File: src/hdl/bhp_pkg.sv
// Shared constants for the blink hysteresis and PERCLOS block.
`default_nettype none

package bhp_pkg;

  localparam int WINDOW_FRAMES_DEFAULT = 64;
  localparam int COUNT_BITS_DEFAULT    = 20;

  localparam int PCT_W       = 8;
  localparam int CFG_INDEX_W = 2;
  localparam int OUT_TOTAL_W = 7;
  localparam int OUT_PCT_W   = 7;

  // Scale of the cross-multiplied threshold test and of the PERCLOS ratio.
  localparam int THRESH_SCALE = 200;
  localparam int PERCENT      = 100;

  localparam logic [CFG_INDEX_W-1:0] REG_CLOSE_DROP = 2'd0;
  localparam logic [CFG_INDEX_W-1:0] REG_OPEN_RISE  = 2'd1;

  localparam logic [PCT_W-1:0] CLOSE_DROP_RESET = 8'd80;
  localparam logic [PCT_W-1:0] OPEN_RISE_RESET  = 8'd20;

endpackage : bhp_pkg

`default_nettype wire

File: src/hdl/blink_hysteresis_perclos_top.sv
// A frame count passes through the input register and then the result register.
// Throughput: one frame count per cycle while out_ready does not hold the output;
// the hysteresis compare and the window update are combinational between the two registers.
// The closed-frame window is a WINDOW_FRAMES-deep shift line of flags.
// Reset (rst, synchronous): eye open, window empty, PERCLOS 0, thresholds 80 and 20.
// The block is ready for transactions as soon as reset drops (in_ready and cfg_ready follow !rst).
`default_nettype none

module blink_hysteresis_perclos_top #(
  parameter int WINDOW_FRAMES = bhp_pkg::WINDOW_FRAMES_DEFAULT,
  parameter int COUNT_BITS    = bhp_pkg::COUNT_BITS_DEFAULT
) (
  input  wire logic                             clk,
  input  wire logic                             rst,
  input  wire logic                             cfg_valid,
  output logic                                  cfg_ready,
  input  wire logic [bhp_pkg::CFG_INDEX_W-1:0]  cfg_index,
  input  wire logic [bhp_pkg::PCT_W-1:0]        cfg_data,
  input  wire logic                             in_valid,
  output logic                                  in_ready,
  input  wire logic [COUNT_BITS-1:0]            dark_pixel_count,
  output logic                                  out_valid,
  input  wire logic                             out_ready,
  output logic                                  eye_closed,
  output logic [bhp_pkg::OUT_TOTAL_W-1:0]       closed_in_window,
  output logic [bhp_pkg::OUT_PCT_W-1:0]         perclos_pct,
  output logic                                  window_full
);

  import bhp_pkg::*;

  localparam int PROD_W  = COUNT_BITS + 9;
  localparam int TOTAL_W = $clog2(WINDOW_FRAMES + 1);
  localparam int FRAME_W = $clog2(WINDOW_FRAMES + 1);
  localparam int REM_W   = (WINDOW_FRAMES > 1) ? $clog2(WINDOW_FRAMES) : 1;
  localparam int Q_STEP  = PERCENT / WINDOW_FRAMES;
  localparam int R_STEP  = PERCENT % WINDOW_FRAMES;

  localparam logic [OUT_PCT_W-1:0] Q_STEP_V  = OUT_PCT_W'(Q_STEP);
  localparam logic [REM_W:0]       R_STEP_V  = (REM_W + 1)'(R_STEP);
  localparam logic [REM_W:0]       WINDOW_V  = (REM_W + 1)'(WINDOW_FRAMES);
  localparam logic [FRAME_W-1:0]   FULL_V    = FRAME_W'(WINDOW_FRAMES);
  localparam logic [PROD_W-1:0]    SCALE_V   = PROD_W'(THRESH_SCALE);

  // configuration
  logic [PCT_W-1:0] close_drop_pct;
  logic [PCT_W-1:0] open_rise_pct;

  // input register
  logic                  s1_valid;
  logic [COUNT_BITS-1:0] s1_count;

  // state
  logic [COUNT_BITS-1:0] previous_count;
  logic                  closed_flag;
  logic                  closed_history [WINDOW_FRAMES];
  logic [TOTAL_W-1:0]    closed_total;
  logic [FRAME_W-1:0]    frames_seen;
  logic [OUT_PCT_W-1:0]  pct_quot;
  logic [REM_W-1:0]      pct_rem;

  logic                  advance;
  logic                  process;
  logic                  full;
  logic [COUNT_BITS:0]   count_sum;
  logic [COUNT_BITS-1:0] drop;
  logic [COUNT_BITS-1:0] rise;
  logic [PROD_W-1:0]     drop_scaled;
  logic [PROD_W-1:0]     rise_scaled;
  logic [PROD_W-1:0]     close_limit;
  logic [PROD_W-1:0]     open_limit;
  logic                  close_hit;
  logic                  open_hit;
  logic                  closed_flag_next;
  logic                  oldest;
  logic                  total_inc;
  logic                  total_dec;
  logic [TOTAL_W-1:0]    closed_total_next;
  logic [FRAME_W-1:0]    frames_seen_next;
  logic [REM_W:0]        rem_up;
  logic [REM_W:0]        rem_down;
  logic [OUT_PCT_W-1:0]  pct_quot_next;
  logic [REM_W-1:0]      pct_rem_next;

  assign cfg_ready = !rst;
  assign advance   = !out_valid || out_ready;
  assign in_ready  = !rst && (!s1_valid || advance);
  assign process   = s1_valid && advance;
  assign full      = (frames_seen == FULL_V);

  always_comb begin
    count_sum   = {1'b0, previous_count} + {1'b0, s1_count};
    drop        = previous_count - s1_count;
    rise        = s1_count - previous_count;
    drop_scaled = PROD_W'(drop) * SCALE_V;
    rise_scaled = PROD_W'(rise) * SCALE_V;
    close_limit = PROD_W'(close_drop_pct) * PROD_W'(count_sum);
    open_limit  = PROD_W'(open_rise_pct) * PROD_W'(count_sum);

    // both counts zero: hold the flag
    close_hit = (count_sum != '0) && (previous_count >= s1_count) &&
                (drop_scaled >= close_limit);
    open_hit  = (count_sum != '0) && (s1_count >= previous_count) &&
                (rise_scaled >= open_limit);

    if (close_hit) begin
      closed_flag_next = 1'b1;
    end else if (open_hit) begin
      closed_flag_next = 1'b0;
    end else begin
      closed_flag_next = closed_flag;
    end

    // drop the oldest flag only once the window is full
    oldest    = full && closed_history[WINDOW_FRAMES-1];
    total_inc = closed_flag_next && !oldest;
    total_dec = oldest && !closed_flag_next;

    closed_total_next = closed_total;
    pct_quot_next     = pct_quot;
    pct_rem_next      = pct_rem;
    rem_up            = (REM_W + 1)'(pct_rem) + R_STEP_V;
    rem_down          = (REM_W + 1)'(pct_rem) + WINDOW_V - R_STEP_V;

    // track closed_total*100 as pct_quot*WINDOW_FRAMES + pct_rem
    if (total_inc) begin
      closed_total_next = closed_total + TOTAL_W'(1);
      if (rem_up >= WINDOW_V) begin
        pct_rem_next  = REM_W'(rem_up - WINDOW_V);
        pct_quot_next = pct_quot + Q_STEP_V + OUT_PCT_W'(1);
      end else begin
        pct_rem_next  = REM_W'(rem_up);
        pct_quot_next = pct_quot + Q_STEP_V;
      end
    end else if (total_dec) begin
      closed_total_next = closed_total - TOTAL_W'(1);
      if ((REM_W + 1)'(pct_rem) < R_STEP_V) begin
        pct_rem_next  = REM_W'(rem_down);
        pct_quot_next = pct_quot - Q_STEP_V - OUT_PCT_W'(1);
      end else begin
        pct_rem_next  = REM_W'(rem_down - WINDOW_V);
        pct_quot_next = pct_quot - Q_STEP_V;
      end
    end

    frames_seen_next = full ? frames_seen : frames_seen + FRAME_W'(1);
  end

  always_ff @(posedge clk) begin
    if (rst) begin
      close_drop_pct <= CLOSE_DROP_RESET;
      open_rise_pct  <= OPEN_RISE_RESET;
    end else if (cfg_valid && cfg_ready) begin
      case (cfg_index)
        REG_CLOSE_DROP: close_drop_pct <= cfg_data;
        REG_OPEN_RISE:  open_rise_pct  <= cfg_data;
        default: ;
      endcase
    end
  end

  always_ff @(posedge clk) begin
    if (rst) begin
      s1_valid <= 1'b0;
    end else if (in_valid && in_ready) begin
      s1_valid <= 1'b1;
    end else if (advance) begin
      s1_valid <= 1'b0;
    end
  end

  always_ff @(posedge clk) begin
    if (in_valid && in_ready) begin
      s1_count <= dark_pixel_count;
    end
  end

  always_ff @(posedge clk) begin
    if (rst) begin
      out_valid      <= 1'b0;
      previous_count <= '0;
      closed_flag    <= 1'b0;
      closed_total   <= '0;
      frames_seen    <= '0;
      pct_quot       <= '0;
      pct_rem        <= '0;
    end else if (process) begin
      out_valid      <= 1'b1;
      previous_count <= s1_count;
      closed_flag    <= closed_flag_next;
      closed_total   <= closed_total_next;
      frames_seen    <= frames_seen_next;
      pct_quot       <= pct_quot_next;
      pct_rem        <= pct_rem_next;
    end else if (out_ready) begin
      out_valid <= 1'b0;
    end
  end

  // history entries are read only after all of them have been written
  always_ff @(posedge clk) begin
    if (process) begin
      closed_history[0] <= closed_flag_next;
      for (int i = 1; i < WINDOW_FRAMES; i++) begin
        closed_history[i] <= closed_history[i-1];
      end
    end
  end

  assign eye_closed       = closed_flag;
  assign closed_in_window = OUT_TOTAL_W'(closed_total);
  assign window_full      = full;
  assign perclos_pct      = full ? pct_quot : '0;

endmodule : blink_hysteresis_perclos_top

`default_nettype wire
File: config.mk
export PLATFORM = sky130hd
export DESIGN_NAME = blink_hysteresis_perclos_top
export DESIGN_NICKNAME = d
export VERILOG_FILES = /design/src/hdl/bhp_pkg.sv /design/src/hdl/blink_hysteresis_perclos_top.sv
export SDC_FILE = /design/constraint.sdc
export NUM_CORES = 1
export LEC_CHECK = 0
export ABC_AREA = 1
export BUFFER_PORTS_ARGS = -buffer_cell sky130_fd_sc_hd__buf_2
export CAP_MARGIN = 15
export CELL_PAD_IN_SITES_DETAIL_PLACEMENT = 0
export CELL_PAD_IN_SITES_GLOBAL_PLACEMENT = 1
export CORE_MARGIN = 3
export CORE_UTILIZATION = 54
export CTS_CLUSTER_SIZE = 8
export DETAILED_ROUTE_END_ITERATION = 7
export GPL_TIMING_DRIVEN = 0
export PLACE_DENSITY_LB_ADDON = 0.05
export SYNTH_ARGS = -nofsm -noshare
export SYNTH_HDL_FRONTEND = slang
export SYNTH_SLANG_ARGS = --single-unit
File: constraint.sdc
create_clock -name clk -period 19.25 [get_ports clk]
set_input_delay 2.8875 -clock clk [delete_from_list [all_inputs] [get_ports clk]]
set_output_delay 2.8875 -clock clk [all_outputs]
set_load 0.02 [all_outputs]
# Word level (Yosys, flattened, before mapping)
# Memories as Yosys holds them, arrays and structs flattened.
# Index checks and enable logic that the tools add are counted.
[word_totals]
n_memories = 1
elab_cells = 86
register_bits = 86
in_bits = 35
ram_bits = 64
out_inout_bits = 19
[op_classes]
n_eq_ne = 2
bitwise = 1
mul = 4
addsub = 15
muxes = 19
magnitude_cmp = 6
reduce_logical = 27
[memory_table]
columns = ["memory", "depth", "width", "rd", "rd_clocked_by_memory_dff", "wr", "line", "source"]
rows = [
  ["closed_history", 64, 1, 64, 0, 64, "blink_hysteresis_perclos_top.sv:56", "logic closed_history [WINDOW_FRAMES];"],
]
[op_table]
columns = ["operator", "n"]
rows = [
  [">= comparator 28 x 29 -> 1 bit", 2],
  ["multiplier 8 x 21 -> 29 bit", 2],
  ["multiplier 20 x 5 -> 25 bit, second input constant", 2],
  ["2-to-1 mux 7 bit", 7],
  [">= comparator 20 bit", 2],
  ["subtractor 20 bit", 2],
  ["adder 7 x 1 -> 7 bit, second input constant", 4],
  ["2-to-1 mux 6 bit", 4],
  ["adder 20 x 20 -> 21 bit", 1],
  ["nonzero test 21 bit", 1],
  ["subtractor 7 x 1 -> 7 bit, second input constant", 3],
  ["subtractor 6 x 1 -> 6 bit, second input constant", 2],
  ["logical AND 1 bit", 11],
  ["2-to-1 mux 1 bit", 8],
  ["AND reduction 2 bit", 4],
  ["adder 6 x 6 -> 7 bit, second input constant", 1],
  ["equality test 7 bit, second input constant", 1],
  [">= comparator 7 bit, second input constant", 1],
  ["adder 6 x 1 -> 6 bit, second input constant", 1],
  ["less-than comparator 6 bit, second input constant", 1],
  ["nonzero test 2 bit", 3],
  ["subtractor 6 bit, second input constant", 1],
  ["zero test 1 bit", 5],
  ["equality test 2 x 1 -> 1 bit, second input constant", 1],
  ["3 further kinds", 4],
]

# Longest topological paths before layout
# Gate-level depths: netlist (run 1).
[logic_depth]
word_depth = 10
mapped_depth = 57
depth_no_buf = 55

# Least setup slack after synthesis (run 1)
# Ideal clock, no wire load.
[synth_path]
kind = "reg-to-reg"
from = "register s1_count[1]"
to = "register closed_total[6] (netlist: closed_in_window[6])"
arrival_time_ns = 8.703
n_path_buf = 2
period_less_slack_ns = 8.823
stages_incl_launch_ff = 55
setup_ns = 0.119
path_slack_ns = 10.427
t_required_ns = 19.131
path_cell_list = "edfxtp_1 > inv_1 > fa_1 > inv_1 > nand3_4 > nand3b_4 > a21oi_1 > inv_1 > nand2_1 > nand2_1 > clkbuf_1 > nor2_1 > fa_1 > fa_1 > fa_1 > inv_1 > fa_1 > inv_1 > [... 19 more ...] > nand2_1 > nor2_1 > nand2_1 > nand2_1 > ha_1 > clkbuf_1 > inv_1 > fa_1 > nand3_1 > and2_1 > inv_1 > a21oi_1 > inv_1 > a21oi_1 > o21ai_0 > a21o_1 > o21ai_0 > a21oi_1"
[synth_via]
elab_chain_len = 10
elab_cells_between_ends = 24
[synth_rtl]
columns = ["item", "line", "source"]
rows = [
  ["from (decl)", "blink_hysteresis_perclos_top.sv:51", "logic [COUNT_BITS-1:0] s1_count;"],
  ["from (signal assigned)", "blink_hysteresis_perclos_top.sv:174", "s1_count <= dark_pixel_count;"],
  ["adder 20 x 20 -> 21 bit or subtractor 20 bit (tied branches)", "blink_hysteresis_perclos_top.sv:92, blink_hysteresis_perclos_top.sv:94", ""],
  ["multiplier 8 x 21 -> 29 bit (tied with other cells)", "blink_hysteresis_perclos_top.sv:98", "open_limit = PROD_W'(open_rise_pct) * PROD_W'(count_sum);"],
  [">= comparator 28 x 29 -> 1 bit or logical AND 1 bit (tied branches)", "blink_hysteresis_perclos_top.sv:104, blink_hysteresis_perclos_top.sv:103", ""],
  ["logical AND 1 bit", "blink_hysteresis_perclos_top.sv:103", "open_hit = (count_sum != '0) && (s1_count >= previous_count) &&"],
  ["2-to-1 mux 1 bit", "blink_hysteresis_perclos_top.sv:108", "end else if (open_hit) begin"],
  ["2-to-1 mux 1 bit (*)", "blink_hysteresis_perclos_top.sv:106", "if (close_hit) begin"],
  ["net closed_flag_next", "blink_hysteresis_perclos_top.sv:74", "logic closed_flag_next;"],
  ["zero test 1 bit", "blink_hysteresis_perclos_top.sv:117", "total_dec = oldest && !closed_flag_next;"],
  ["logical AND 1 bit", "blink_hysteresis_perclos_top.sv:117", ""],
  ["nonzero test 2 bit (no source line)", "n/a", ""],
  ["AND reduction 2 bit (no source line)", "n/a", ""],
  ["to (signal assigned)", "blink_hysteresis_perclos_top.sv:191", "closed_total <= closed_total_next;"],
  ["to (decl)", "blink_hysteresis_perclos_top.sv:57", "logic [TOTAL_W-1:0] closed_total;"],
]
# Mark *: on every way through the listed nets, which the timed path passes. The rest lies on a longest branch.
# A chain may end at the register's enable or synchronous reset.

# Worst setup path after layout (run 1)
[layout_path]
from = "register s1_count[6]"
to = "register closed_total[6] (netlist: closed_in_window[6])"
# Same word-level chain as after synthesis.

==> results.cfg, run 1 <==
[run_status]
status = finished, final reports clean

[worst_setup_path]
crit_path_end_kind = register
critPathLaunchType = register
cp.arrival_ns = 11.33
path_class = reg2reg
slowest_delay_ns = 0.55
crit_top_cell = nand2_1
worstPathMaxFanout = 10
worst_path_max_delay_cell = fa_1
cp_top_family = adder cells
required_ns = 19.59
worst-path-buf-inv = 10

[logic_synthesis]
seq_area_frac_synth_pct = 16.0
synth.avg_cell_area_sq_um = 8.10
synth_fp_nets = 3590
yosysWarnings = 0
ys_async_sr_fraction_pct = 0
synthXorXnorAreaFrac_pct = 5.15
synth_compound_area_share_pct = 11.1
ys_types = 60
synth-simple-area-share_pct = 16.7
synthCells = 2938
synthAdderAreaFrac_pct = 40.7
synth_edf_count = 84
synth.area.mux_share_pct = 0.0421
synth_top_family_by_area = adder cells
ys.flop_type = edfxtp_1
synthesis.area_sq_um = 23800
ys_ff_latch = 148

[route]
remaining_drc_errors = 0
num_vias = 19700
wl_um = 64800
drt_iter0_drc = 1076
vias_per_cell = 5.47
wl_per_cell_um = 17.9
drtPass1Iterations = 6
final_antenna_net_count = 0

[global_routing]
grt.total_usage_pct = 28.4
grt_max_degree = 50
antenna_found_initial = 0
grt_pass1_wl_um = 105000
grt_pass1_vias = 20300
overflow = 0

[clock_tree]
clk_path_buf_depth = 2
cts-resized-gates = 0
postCtsSetupRepairBufs = 0
cts-root-buf = clkbuf_16
cts_tree = built
clock_latency_ns = 0.45
cts.sinks = 148
postCtsHoldBufs = 0
cts_buffers = 17
clk_pin_slew_ns = 0.08
htree_levels = 4

[layout]
final_cell_area_sq_um = 25400
multi_input_comb_area_sq_um = 17500
drive_above_1_share_pct = 6.05
antenna_cells = 0
register_area_sq_um = 3800
fillers = 4051
area_growth_pct = 6.85
fin_nets = 3663

[sta]
hold_viol = 0
whs_ns = 0.417
tightest_slew_ns = 0.938
min_period_ns = 11.00
fin_skew_ns = 0.0143
setup_viol = 0
finalCritPeriodShare_pct = 57.1
fmax_mhz = 90.9
setup_slack_ns = 8.25
final.setup.tns_ns = 0
max_slew_margin_pct = 37.3
drv_slew = 0
rsz0062_at_grt = false

[placed_design]
place.gp.congestion = 0.926
dpl_cell_area_sq_um = 24800
port_buffers = 52
dp_slack_ns = 8.37
dp_hpwl_um = 54600

[die]
dieHeight_um = 216
start_util_pct = 55.0
pin_count = 54
core_area_sq_um = 43300
fp-row-count = 76
die_w_um = 216
die-area_sq_um = 46600

[pwr]
vdd_drop_max_uv = 128
cellPowerDensity_nw_per_um2 = 160
cellLeakagePower_uw = 0.0129
power_uw = 4070

[worst_hold_path]
hold_path_class = reg2reg

[run]
maxCapViolCount = 0
## cell type report
class	instances	area share (%)
clock inverter	15	0.689
timing repair buffer	54	1.16
tap	585	2.88
multi-input combinational	2167	69.0
clock buffer	17	1.67
buffer	76	1.50
inverter	547	8.11
sequential	148	15.0
## kinds of logic after synthesis
kind of cell,count (synthesis)
AO/OA/AOI/OAI,466
buffers and inverters,623
XOR/XNOR,139
multiplexers,1
adder cells (fa/ha/maj),617
AND/OR/NAND/NOR,944
flip-flops,148
## through the flow
step	utilization [%]	instances
2_1_floorplan	-	2938
3_3_place_gp	57.3	3575
3_5_place_dp	57.4	3577
4_1_cts	58.8	3609
5_1_grt	58.8	3609
6_report	58.8	3609
## layer usage
layer	part of all wire, %	vias up	GRT usage, %
li1	-	9520	-
met1	45	9541	39.0
met2	47	580	47.4
met3	5.7	99	3.58
met4	2.8	0	8.62
met5	0	-	0
## flip-flops by register name, summed over array words and instances, names as in the netlist
register	count
s1_valid	1
closed_history	64
closed_in_window	7
open_rise_pct	8
pct_quot	7
s1_count	20
frames_seen	7
eye_closed	1
out_valid	1
previous_count	20
pct_rem	4
close_drop_pct	8
## layout by cell type (no fill, tap or decap), types with 12 or more instances in the layout
master and instances:
ha_1 355, nand2_1 372, nand4_1 18, inv_1 519
o21bai_1 16, clkbuf_16 17, nand2_2 21, xor2_1 95
buf_2 60, fa_1 262, dfxtp_1 64, xnor2_1 43
clkbuf_1 51, nor3_1 26, o21ai_0 125, nor2_1 381
a21o_1 17, nand3_1 84, clkinv_1 14, o211ai_1 12
a21oi_1 227, edfxtp_1 84
## worst register-to-register path: cells and delay by family, from the launching register on
family	cells	cell delay [ns]
buf+inv	10	1.62
xor+xnor	1	0.11
fa+ha+maj	9	3.60
flops	1	0.41
simple gates	21	2.96
compound gates	14	2.17
## Yosys cell counts (5+ instances only)
cell / number / area share, %
and2_1: 5 / 0.13
o21ai_1: 11 / 0.23
nand4_1: 18 / 0.47
clkbuf_1: 51 / 0.80
nand2_1: 372 / 5.9
clkinv_1: 14 / 0.22
a31oi_1: 11 / 0.29
xor2_1: 95 / 3.5
buf_6: 8 / 0.38
nor2_1: 382 / 6.0
nand3_1: 84 / 1.8
inv_1: 520 / 8.2
xnor2_1: 43 / 1.6
nand2_2: 21 / 0.55
o21ai_2: 6 / 0.22
edfxtp_1: 84 / 11
a21o_1: 17 / 0.54
nor4_1: 10 / 0.26
o21bai_1: 16 / 0.50
buf_4: 7 / 0.22
nor2_2: 9 / 0.24
o211ai_1: 12 / 0.38
o2111ai_1: 5 / 0.18
ha_1: 355 / 19
fa_1: 262 / 22
buf_2: 8 / 0.17
a211oi_1: 6 / 0.19
nor3_1: 26 / 0.55
dfxtp_1: 64 / 5.4
a21oi_1: 227 / 4.8
o21ai_0: 125 / 2.6
o21a_1: 6 / 0.19
inv_2: 10 / 0.16
## power by group
| group | switching [uW] | total, uW | internal, uW |
|---|---|---|---|
| Combinational | 2080 | 3360 | 1270 |
| Sequential | 16.1 | 371 | 355 |
| Clock | 166 | 342 | 176 |
| Total | 2260 | 4070 | 1810 |
## worst paths after layout
check	slack [ns]	start	cells past startpoint	end
setup / recovery	8.25	s1_count[6]	55	closed_in_window[6]
hold / removal	0.42	closed_history[0][15]	0	closed_history[0][16]
setup reg to reg	8.25	s1_count[6]	55	closed_in_window[6]
hold reg to reg	0.42	closed_history[0][15]	0	closed_history[0][16]
Power figures use the tool's default switching activity.
==> run 2, diff against run 1 <==
--- a/config.mk
+++ b/config.mk
@@ -11,7 +11,7 @@
 export CELL_PAD_IN_SITES_DETAIL_PLACEMENT = 0
 export CELL_PAD_IN_SITES_GLOBAL_PLACEMENT = 1
 export CORE_MARGIN = 3
-export CORE_UTILIZATION = 54
+export CORE_UTILIZATION = 45
 export CTS_CLUSTER_SIZE = 8
 export DETAILED_ROUTE_END_ITERATION = 7
 export GPL_TIMING_DRIVEN = 0
==> constraint.sdc (replaced) <==
create_clock -name clk -period 10.05 [get_ports clk]
set_input_delay 1.5075 -clock clk [delete_from_list [all_inputs] [get_ports clk]]
set_output_delay 1.5075 -clock clk [all_outputs]
set_load 0.02 [all_outputs]
==> run 2 against run 1 <==
Against the previous run:
- register-to-register slack got worse by 7.6 ns
- power increased by 100%
- setup slack got worse by 7.6 ns
- wire length increased by 4.9%
- clock power increased by 83%
- non-clock buffer count increased by 33
- global-route usage decreased by 3.9 points
- cell area increased by 3.2%
- largest power group unchanged
==> results.cfg, run 2 (synthesis results as in run 1) <==
[run_status]
status = finished, final reports clean

[placed_design]
dp_hpwl_um = 57000
port_buffers = 52
place.gp.congestion = 0.882
dpl_cell_area_sq_um = 24900
dp_cells = 3672

[sta]
max_slew_margin_pct = 39.1
min_period_ns = 9.39
whs_ns = 0.415
hold_viol = 0
drv_slew = 0
tightest_slew_ns = 0.910
fmax_mhz = 106
setup_viol = 0
fin_skew_ns = 0.0112
finalCritPeriodShare_pct = 93.5

[layout]
area_growth_pct = 10.3
largest_reg_flops = 64
antenna_cells = 0
layout_commonest_cell = inv_1
fillers = 5101
final_cell_mix = inv_1 (509), nor2_1 (370), nand2_1 (360)
drive_above_1_share_pct = 9.81
largest_registers = closed_history x64, previous_count x20, s1_count x20
stdcell_count = 3737
largest_register = closed_history
fin_nets = 3696
final_cell_area_sq_um = 26200

[worst_setup_path]
path_class = reg2reg
worstPathMaxFanout = 10
cp.arrival_ns = 9.72
crit_path_end_kind = register
slowest_delay_ns = 0.58
crit_start = s1_count[0]
worst-path-buf-inv = 9
critPathLaunchType = register
cp_top_family = adder cells
worst_path_max_delay_cell = fa_1
rr_startpoint = s1_count[0]
required_ns = 10.38

[route]
vias_per_cell = 5.25
num_vias = 19600
drt_iter0_drc = 1133
wl_um = 67900
final_antenna_net_count = 0
remaining_drc_errors = 0
wl_per_cell_um = 18.2
drtPass1Iterations = 7

[clock_tree]
clk_path_buf_depth = 2
cts.sinks = 148
htree_levels = 4
cts-root-buf = clkbuf_16
clk_pin_slew_ns = 0.07
clock_latency_ns = 0.45
cts_buffers = 17
cts_tree = built

[pwr]
vdd_drop_max_uv = 257
cellLeakagePower_uw = 0.0132
cellPowerDensity_nw_per_um2 = 309

[global_routing]
antenna_found_initial = 0
overflow = 0
grt_pass1_wl_um = 108000
grt.total_usage_pct = 24.6
grt_max_degree = 51
grt_pass1_vias = 20100

[die]
start_util_pct = 45.9
die_w_um = 236
dieHeight_um = 236
die-area_sq_um = 55700
core_area_sq_um = 51800
pin_count = 54
fp-row-count = 83

[worst_hold_path]
min_from = closed_history[0][14]
hold_path_class = reg2reg

[run]
maxCapViolCount = 0
[run 2: stage by stage]
stage          setup slack [ns]  power [uW]  setup TNS (ns)  utilization (%)
6_report                  0.656        8120               0             50.6
5_1_grt                 -0.0261        9140         -0.0261             50.6
4_1_cts                  0.0168        7920               0             49.5
3_5_place_dp              -1.09        7200           -3.82             48.1
3_3_place_gp              -1.07        7070           -3.44             48.1
2_1_floorplan              1.23        5530               0                -
[run 2: worst reg2reg max path, delay by kind of cell, from the launching register on]
family                   cells  cell delay (ns)
adder cells (fa/ha/maj)     10             3.88
AND/OR/NAND/NOR             16             2.10
AO/OA/AOI/OAI               12             1.58
buffers and inverters        9             0.85
flip-flops                   1             0.48
XOR/XNOR                     2             0.42
[run 2: power breakdown]
group	total (uW)	switching [uW]	internal, uW
logic	6780	4200	2580
clock network	627	282	345
registers	711	31.7	680
total	8120	4510	3600
[run 2: repair_timing]
item,CTS,global route
hold buffers,0,0
resized for setup,31,109
endpoints found under the setup margin,18,18
buffers inserted,4,33
pin swaps,0,16
[run 2: area by class of cell]
| type | instances | area [sq um] | area share (%) |
|---|---|---|---|
| Sequential cell | 148 | 3800 | 14.5 |
| Clock buffer | 19 | 464 | 1.77 |
| Clock inverter | 13 | 118 | 0.448 |
| Timing Repair Buffer | 91 | 573 | 2.18 |
| Inverter | 547 | 2080 | 7.95 |
| Buffer | 72 | 439 | 1.67 |
| Multi-Input combinational cell | 2167 | 17900 | 68.2 |
| Tap cell | 680 | 851 | 3.24 |
[run 2: layer usage]
metal	GRT usage, %	wire [um]	vias up
met4	6.21	1470	0
met5	0	0	-
li1	-	-	9590
met3	3.58	3230	67
met2	40.3	31500	412
met1	34.2	31700	9565
[run 2: worst paths after layout]
| check | end | slack (ns) | depth (start not counted) |
|---|---|---|---|
| worst max-delay path | closed_in_window[6] | 0.66 | 49 |
| worst min-delay path | closed_history[0][15] | 0.42 | 0 |
| worst max register to register | closed_in_window[6] | 0.66 | 49 |
| worst min register to register | closed_history[0][15] | 0.42 | 0 |
